==> src/rtl/core/ttfd_pkg.sv <==
// ----------------------------------------------------------------------------
// ttfd_pkg
// Types and constants shared by the toxic trade flow detector.
// ----------------------------------------------------------------------------
package ttfd_pkg;

   localparam int SIZE_W = 24;
   localparam int CHG_W  = 32;
   localparam int WIN_W  = 7;

   localparam logic [WIN_W-1:0] WINDOW_RESET = 7'd50;

   typedef struct packed {
      logic [SIZE_W-1:0]        trade_size;
      logic signed [CHG_W-1:0]  price_change;
      logic                     last_of_series;
   } req_type;

   typedef struct packed {
      logic toxic;
      logic window_warm;
   } rsp_type;

endpackage

==> src/rtl/core/toxic_trade_flow_detector.sv <==
// path: an accepted req is held in the input register, and its result in the result register that drives rsp
// throughput: one item per cycle while rsp_stall does not hold the output; the running sums update once per item
// the dropped ring entry is prefetched into a registered read addressed from the next write slot
// reset: synchronous, clears sums, write slot, trade count and window to 50
// ring contents are not reset; only entries written in the current series are read
// ----------------------------------------------------------------------------
// toxic_trade_flow_detector
// Flags trades whose size exceeds twice the window average and whose price
// impact exceeds 1.5 times the window average, over a sliding window.
// ----------------------------------------------------------------------------
module toxic_trade_flow_detector #(
   parameter int MAX_WINDOW = 64
) (
   input  logic                        clock,
   input  logic                        reset,
   input  logic                        req_valid,
   output logic                        req_stall,
   input  ttfd_pkg::req_type           req_data,
   output logic                        rsp_valid,
   input  logic                        rsp_stall,
   output ttfd_pkg::rsp_type           rsp_data,
   input  logic                        csr_valid,
   output logic                        csr_ready,
   input  logic [ttfd_pkg::WIN_W-1:0]  csr_data
);
   import ttfd_pkg::*;

   localparam int SLOT_W   = (MAX_WINDOW > 1) ? $clog2(MAX_WINDOW) : 1;
   localparam int AW       = SLOT_W + 1;
   localparam int CNT_W    = $clog2(MAX_WINDOW + 1);
   localparam int CMP_W    = (CNT_W > WIN_W) ? CNT_W : WIN_W;
   localparam int SSUM_W   = SIZE_W + SLOT_W;
   localparam int ISUM_W   = CHG_W + SLOT_W;
   localparam int SPROD_W  = SIZE_W + WIN_W;
   localparam int IPROD_W  = CHG_W + WIN_W + 1;
   localparam int SCMP_W   = (SPROD_W > SSUM_W + 1) ? SPROD_W : SSUM_W + 1;
   localparam int ICMP_W   = (IPROD_W > ISUM_W + 2) ? IPROD_W : ISUM_W + 2;

   function automatic logic [WIN_W-1:0] clamp_window(input logic [WIN_W-1:0] v);
      logic [WIN_W-1:0] r;
      r = v;
      if (v == '0) begin
         r = WIN_W'(1);
      end else if (32'(v) > MAX_WINDOW) begin
         r = WIN_W'(MAX_WINDOW);
      end
      return r;
   endfunction

   logic [SIZE_W-1:0]  size_ring [MAX_WINDOW];
   logic [CHG_W-1:0]   impact_ring [MAX_WINDOW];

   logic               in_valid_ff, in_valid_in;
   req_type            in_ff;
   logic               rsp_valid_ff, rsp_valid_in;
   rsp_type            rsp_data_ff, rsp_data_in;
   logic [WIN_W-1:0]   window_ff, window_in;
   logic [SSUM_W-1:0]  ssum_ff, ssum_in;
   logic [ISUM_W-1:0]  isum_ff, isum_in;
   logic [SLOT_W-1:0]  slot_ff, slot_in;
   logic [CNT_W-1:0]   seen_ff, seen_in;
   logic [SIZE_W-1:0]  old_size_ff;
   logic [CHG_W-1:0]   old_mag_ff;

   logic               out_free, fire, accept, warm, big, hit;
   logic [WIN_W-1:0]   w_cur, w_next;
   logic [CHG_W-1:0]   mag;
   logic [SSUM_W-1:0]  ssum_new;
   logic [ISUM_W-1:0]  isum_new;
   logic [SPROD_W-1:0] sprod;
   logic [IPROD_W-1:0] iprod;
   logic [ICMP_W-1:0]  isum3;
   logic [AW-1:0]      rd_sum, rd_wrap;
   logic [SLOT_W-1:0]  rd_addr;

   assign out_free  = !rsp_valid_ff || !rsp_stall;
   assign fire      = in_valid_ff && out_free;
   assign req_stall = in_valid_ff && !out_free;
   assign accept    = req_valid && !req_stall;
   assign csr_ready = 1'b1;
   assign rsp_valid = rsp_valid_ff;
   assign rsp_data  = rsp_data_ff;

   always_comb begin
      w_cur    = clamp_window(window_ff);
      warm     = CMP_W'(seen_ff) >= CMP_W'(w_cur);
      mag      = in_ff.price_change[CHG_W-1] ? (~in_ff.price_change + 1'b1)
                                              : in_ff.price_change;
      ssum_new = (warm ? (ssum_ff - SSUM_W'(old_size_ff)) : ssum_ff)
                 + SSUM_W'(in_ff.trade_size);
      isum_new = (warm ? (isum_ff - ISUM_W'(old_mag_ff)) : isum_ff)
                 + ISUM_W'(mag);
      sprod    = SPROD_W'(in_ff.trade_size) * SPROD_W'(w_cur);
      iprod    = {(IPROD_W-1)'((IPROD_W-1)'(mag) * (IPROD_W-1)'(w_cur)), 1'b0};
      isum3    = ICMP_W'(isum_new) + ICMP_W'({isum_new, 1'b0});
      big      = SCMP_W'(sprod) > SCMP_W'({ssum_new, 1'b0});
      hit      = ICMP_W'(iprod) > isum3;

      in_valid_in = accept ? 1'b1 : (fire ? 1'b0 : in_valid_ff);
      rsp_valid_in = fire ? 1'b1 : (rsp_stall ? rsp_valid_ff : 1'b0);
      rsp_data_in.toxic       = warm && big && hit;
      rsp_data_in.window_warm = warm;

      window_in = csr_valid ? csr_data : window_ff;
      ssum_in   = ssum_ff;
      isum_in   = isum_ff;
      slot_in   = slot_ff;
      seen_in   = seen_ff;
      if (csr_valid) begin
         ssum_in = '0;
         isum_in = '0;
         slot_in = '0;
         seen_in = '0;
      end else if (fire) begin
         if (in_ff.last_of_series) begin
            ssum_in = '0;
            isum_in = '0;
            slot_in = '0;
            seen_in = '0;
         end else begin
            ssum_in = ssum_new;
            isum_in = isum_new;
            slot_in = (32'(slot_ff) == MAX_WINDOW - 1) ? '0 : slot_ff + 1'b1;
            seen_in = (32'(seen_ff) < MAX_WINDOW) ? seen_ff + 1'b1 : seen_ff;
         end
      end

      w_next  = clamp_window(window_in);
      rd_sum  = AW'(slot_in) + AW'(MAX_WINDOW) - AW'(w_next);
      rd_wrap = (32'(rd_sum) >= MAX_WINDOW) ? rd_sum - AW'(MAX_WINDOW) : rd_sum;
      rd_addr = rd_wrap[SLOT_W-1:0];
   end

   always_ff @(posedge clock) begin
      if (reset) begin
         in_valid_ff  <= 1'b0;
         rsp_valid_ff <= 1'b0;
         window_ff    <= WINDOW_RESET;
         ssum_ff      <= '0;
         isum_ff      <= '0;
         slot_ff      <= '0;
         seen_ff      <= '0;
      end else begin
         in_valid_ff  <= in_valid_in;
         rsp_valid_ff <= rsp_valid_in;
         window_ff    <= window_in;
         ssum_ff      <= ssum_in;
         isum_ff      <= isum_in;
         slot_ff      <= slot_in;
         seen_ff      <= seen_in;
      end
   end

   always_ff @(posedge clock) begin
      if (accept) begin
         in_ff <= req_data;
      end
      if (fire) begin
         rsp_data_ff <= rsp_data_in;
      end
   end

   // ring write with prefetch of the entry that leaves the window next
   always_ff @(posedge clock) begin
      if (fire) begin
         size_ring[slot_ff]   <= in_ff.trade_size;
         impact_ring[slot_ff] <= mag;
      end
      if (fire && rd_addr == slot_ff) begin
         old_size_ff <= in_ff.trade_size;
         old_mag_ff  <= mag;
      end else begin
         old_size_ff <= size_ring[rd_addr];
         old_mag_ff  <= impact_ring[rd_addr];
      end
   end

   a_csr_clears: assert property (@(posedge clock) disable iff (reset)
      csr_valid |=> (seen_ff == '0 && slot_ff == '0 && ssum_ff == '0))
      else $error("csr write did not clear series state");

   a_toxic_warm: assert property (@(posedge clock) disable iff (reset)
      rsp_valid_ff |-> (!rsp_data_ff.toxic || rsp_data_ff.window_warm))
      else $error("toxic flagged before window warm");

   a_stage_hold: assert property (@(posedge clock) disable iff (reset)
      (in_valid_ff && !out_free) |=> (in_valid_ff && $stable(in_ff)))
      else $error("input stage changed while blocked");

   a_cold_count: assert property (@(posedge clock) disable iff (reset)
      (fire && !warm && !csr_valid && !in_ff.last_of_series) |=> seen_ff == $past(seen_ff) + 1'b1)
      else $error("trade count did not advance while window cold");

endmodule
==> config.mk <==
export PLATFORM = sky130hd
export DESIGN_NAME = toxic_trade_flow_detector
export DESIGN_NICKNAME = d
export VERILOG_FILES = /design/src/rtl/core/ttfd_pkg.sv /design/src/rtl/core/toxic_trade_flow_detector.sv
export SDC_FILE = /design/constraint.sdc
export NUM_CORES = 2
export LEC_CHECK = 0
export BUFFER_PORTS_ARGS = -buffer_cell sky130_fd_sc_hd__buf_2
export CAP_MARGIN = 20
export CORE_MARGIN = 8
export CORE_UTILIZATION = 35
export CTS_BUF_LIST = sky130_fd_sc_hd__clkbuf_4 sky130_fd_sc_hd__clkbuf_8 sky130_fd_sc_hd__clkbuf_16
export CTS_CLUSTER_DIAMETER = 200
export DETAILED_ROUTE_END_ITERATION = 16
export MAX_ROUTING_LAYER = met4
export PLACE_DENSITY_LB_ADDON = 0.05
export SYNTH_ARGS = -nofsm -noshare
export SYNTH_HDL_FRONTEND = slang
export SYNTH_SLANG_ARGS = --single-unit
==> constraint.sdc <==
create_clock -name clock -period 15.8 [get_ports clock]
set_clock_uncertainty 0.2 [all_clocks]
set_input_delay 1.58 -clock clock [delete_from_list [all_inputs] [get_ports clock]]
set_output_delay 1.58 -clock clock [all_outputs]
set_load 0.01 [all_outputs]
==> metrics.md <==
| Metric | Value |
|---|---|
| Post-Syn Area | `163100 sq um` |
| Clk_lat worst skew | `1.00 ns` |
| Drt drc | `0` |
| Pwr/cell area | `141.6 nW/um^2` |
| First-pass GRT wire length | `around 760 mm` |
| Post-synthesis async set-or-reset flop share | `0%` |
| Layout area overhead | `14.86%` |
| Total grt overflow | `0` |
| Sw Share | `28.32%` |
| Yosys reg bits | `roughly 3.7k` |
| Slew HR | `a little under 20%` |
| Comb power frac | `21.8%` |
| Worst EP required | `around 16 ns` |
| Number of synthesized flops with an enable pin | `around 3.6k` |
| Die Span Y | `698.6 microns` |
| DPL Wire Length | `337.5 mm` |
| CTS Sinks | `3739` |
| WL/cell | `35.89 microns` |
| TritonCTS clock tree | `done` |
| Worst-Margin Slew | `1.202 ns` |
| Sum of negative setup slack | `0 ns` |
| CTS Buf Count | `416` |
| Crit. End Element | `register` |
| Pin count of the biggest net entering global routing | `109` |
| Num rows | `250` |
| Post-synthesis cell count | `between 8k and 9k` |
| Final setup fails | `0` |
| GRT Util Overall | `23.09%` |
| Crit-path max cell delay | `0.75 ns` |
| Vias per cell | `approximately 5.6` |
| Synth warnings | `0` |
| Cell variety after synth | `86` |
| Max Fanout on Critical Path | `92` |
| Routability cong. | `0.8466` |
| Initial DRC count | `10.88k` |
| Most used DFF post-synth | `edfxtp_1` |
| Reg2reg setup slack | `3.76 ns` |
| Max Slew Vio Count | `0` |
| Number of H-tree levels | `5` |
| Clock tree buffer depth | `4` |
| Top Family by Delay on Critical Path | `compound AO/OA/AOI/OAI gates` |
| Hold WC Path Type | `reg2reg` |
| WS Path Type | `reg2reg` |
| Die ar. | `488000 sq um` |
| Die W | `around 700 microns` |
| Startpoint types | `register` |
| Final core utilization | `40.37%` |
| Hold WS | `0.2806 ns` |
| Fin crit period | `12.04 ns` |
| Seq/Total Area, Yosys | `68.26%` |
| Post-CTS Setup Inserts | `0` |
| Via count | `87.59k` |
| Layout cells sized above 1 | `26.02%` |
| Buf/Inv on CP | `4` |
| Core Box Area | `463900 sq um` |
| Syn nets | `9196` |
| Slowest CP cell | `buf_4` |
| TritonRoute pass-1 iters | `6` |
| Unrepaired setup endpoints after global routing | `false` |
| Nets@finish | `9673` |
| Effective utilization at floorplan | `35.15%` |
| Leak pwr | `61.68 nW` |
| Final worst path period share | `76.22%` |
| Vias in the first global route | `89.33k` |
| Cell Int Power | `19.01 mW` |
| Clock input transition at the sequential cells of the worst setup and hold paths | `0.06 ns` |
| Port bufs | `72` |
| Worst VDD drop | `0.09221 mV` |
| Mapped Avg Cell Area | `about 19 sq um` |
| Flop pwr share | `41.7%` |
| Critical Path AT | `12.54 ns` |
| Post-detailed-route count of antenna-violating nets | `0` |
| Final WL | `557.3 mm` |
| Initial antenna violation count | `74` |
| Outcome | `finished clean` |
| Peak Freq | `0.08304 GHz` |
| Max-cap viol count | `0` |
| Clk network pwr share | `36.5%` |
| Root buffer cell | `clkbuf_16` |
| Final Hold Viols | `0` |
| Num ports | `74` |
| # resized after CTS | `0` |
| # hold bufs at CTS | `0` |
| P_sw | `approximately 7.5 mW` |
worst paths after layout:
path | start | end | cells past startpoint
min reg2reg | ssum_ff[0] | ssum_ff[0] | 2
max reg2reg | register | rsp_data[1] | 39
max | register | rsp_data[1] | 39
min | ssum_ff[0] | ssum_ff[0] | 2
power groups by stage:
stage	clock [mW]	combinational [mW]	sequential, mW
2_1_floorplan	0	3.88	11.3
3_3_place_gp	0	5.79	11.3
3_5_place_dp	0	5.80	11.3
4_1_cts	9.89	5.85	11.1
5_1_grt	10.2	6.38	11.1
6_report	9.67	5.78	11.1
layout by cell type, fill, tap and decap left out, types with 22 or more instances in the layout:
cell type  netlist  routed
edfxtp_1      3643    3643
mux4_2        1160    1160
nand2_1        491     489
clkbuf_16        0     423
ha_1           341     341
buf_4            1     330
inv_1          309     309
fa_1           264     264
a21oi_1        261     261
nor2_1         280     214
o21ai_0        190     190
a21o_1         135     135
xnor2_1        158     131
clkbuf_4         0     100
xor2_1          92      91
clkinv_1         0      90
dfxtp_1         96      89
clkinv_2         0      77
and2_1          74      74
buf_2            3      72
nor3_1          66      65
nor2_4           0      65
nand3_1         48      48
nand2b_1        44      44
nor2b_1         48      42
bufinv_16        0      34
o21bai_1        31      31
o21a_1          31      31
nand4_1         30      30
buf_12           0      29
a22oi_1         28      28
xnor2_2          1      25
or3_1           23      23
o31ai_1         22      22
per-layer routing:
metal | GRT usage, % | share of wire, % | vias up
met2 | 35.97 | 47 | 3203
met4 | 3.599 | 1.6 | 0
li1 | - | - | 35395
met1 | 32.79 | 45 | 48428
met3 | 3.626 | 7.1 | 565
met5 | - | 0 | -
state kept, by name, summed over array words and instances (netlist names), named ones only:
name / flops
impact_ring: 2048
in_ff: 57
in_valid_ff: 1
isum_ff: 38
rsp_data: 2
rsp_valid: 1
seen_ff: 7
size_ring: 1536
slot_ff: 6
ssum_ff: 30
window_ff: 7
final cells by class:
cell class | count | area, sq um
fillers | 41251 | 276600
flip-flops and latches | 3739 | 111300
multi-input cells | 4098 | 49990
clock buffers | 523 | 11340
well taps | 6174 | 7725
repair buffers | 434 | 3472
clock inverters | 236 | 2222
inverters | 310 | 1164
diodes | 15 | 37.54
synthesized netlist by cell type (all sizes together), types with 23 or more instances:
cell type | n | area [sq um]
edfxtp | 3643 | 109400
mux4 | 1160 | 26130
nand2 | 491 | 1843
ha | 341 | 4267
inv | 310 | 1164
clkbuf | 284 | 1066
nor2 | 280 | 1051
fa | 264 | 5285
a21oi | 261 | 1306
o21ai | 196 | 980.9
xnor2 | 159 | 1400
a21o | 135 | 1013
dfxtp | 96 | 1922
xor2 | 92 | 805.8
buf | 91 | 349.1
and2 | 74 | 462.9
nor3 | 67 | 340.3
nand3 | 48 | 240.2
nor2b | 48 | 300.3
nand2b | 44 | 275.3
o21a | 31 | 232.7
o21bai | 31 | 232.7
nand4 | 30 | 187.7
a22oi | 28 | 210.2
or3 | 25 | 166.4
o31ai | 23 | 177.7
metrics by stage:
stage	area, sq um	total power, mW	setup WS [ns]	instances
floorplan	163100	15.16	4.918	8522
finish	187300	26.52	3.757	15529
global placement	173500	17.07	3.290	14745
detailed placement	173700	17.08	3.648	14754
CTS	187200	26.81	3.634	15513
global route	187300	27.67	2.870	15516
cell families after synthesis:
kind of cell / after synthesis / synth area share, %
xor+xnor: 251 / 1.353
simple gates: 1192 / 3.362
compound gates: 849 / 3.299
fa+ha+maj: 605 / 5.858
other cells: 1 / 0.002300
buf+inv: 685 / 1.581
mux: 1200 / 16.28
flops: 3739 / 68.26
worst reg2reg max path, delay by kind of cell, from the launching register on:
kind | cells | cell delay [ns]
xor+xnor | 3 | 0.53
buf+inv | 4 | 2.48
compound gates | 13 | 3.00
flops | 1 | 0.70
mux | 3 | 1.48
fa+ha+maj | 4 | 1.55
simple gates | 12 | 1.82
Note: power is estimated with default switching activity, not from simulation.
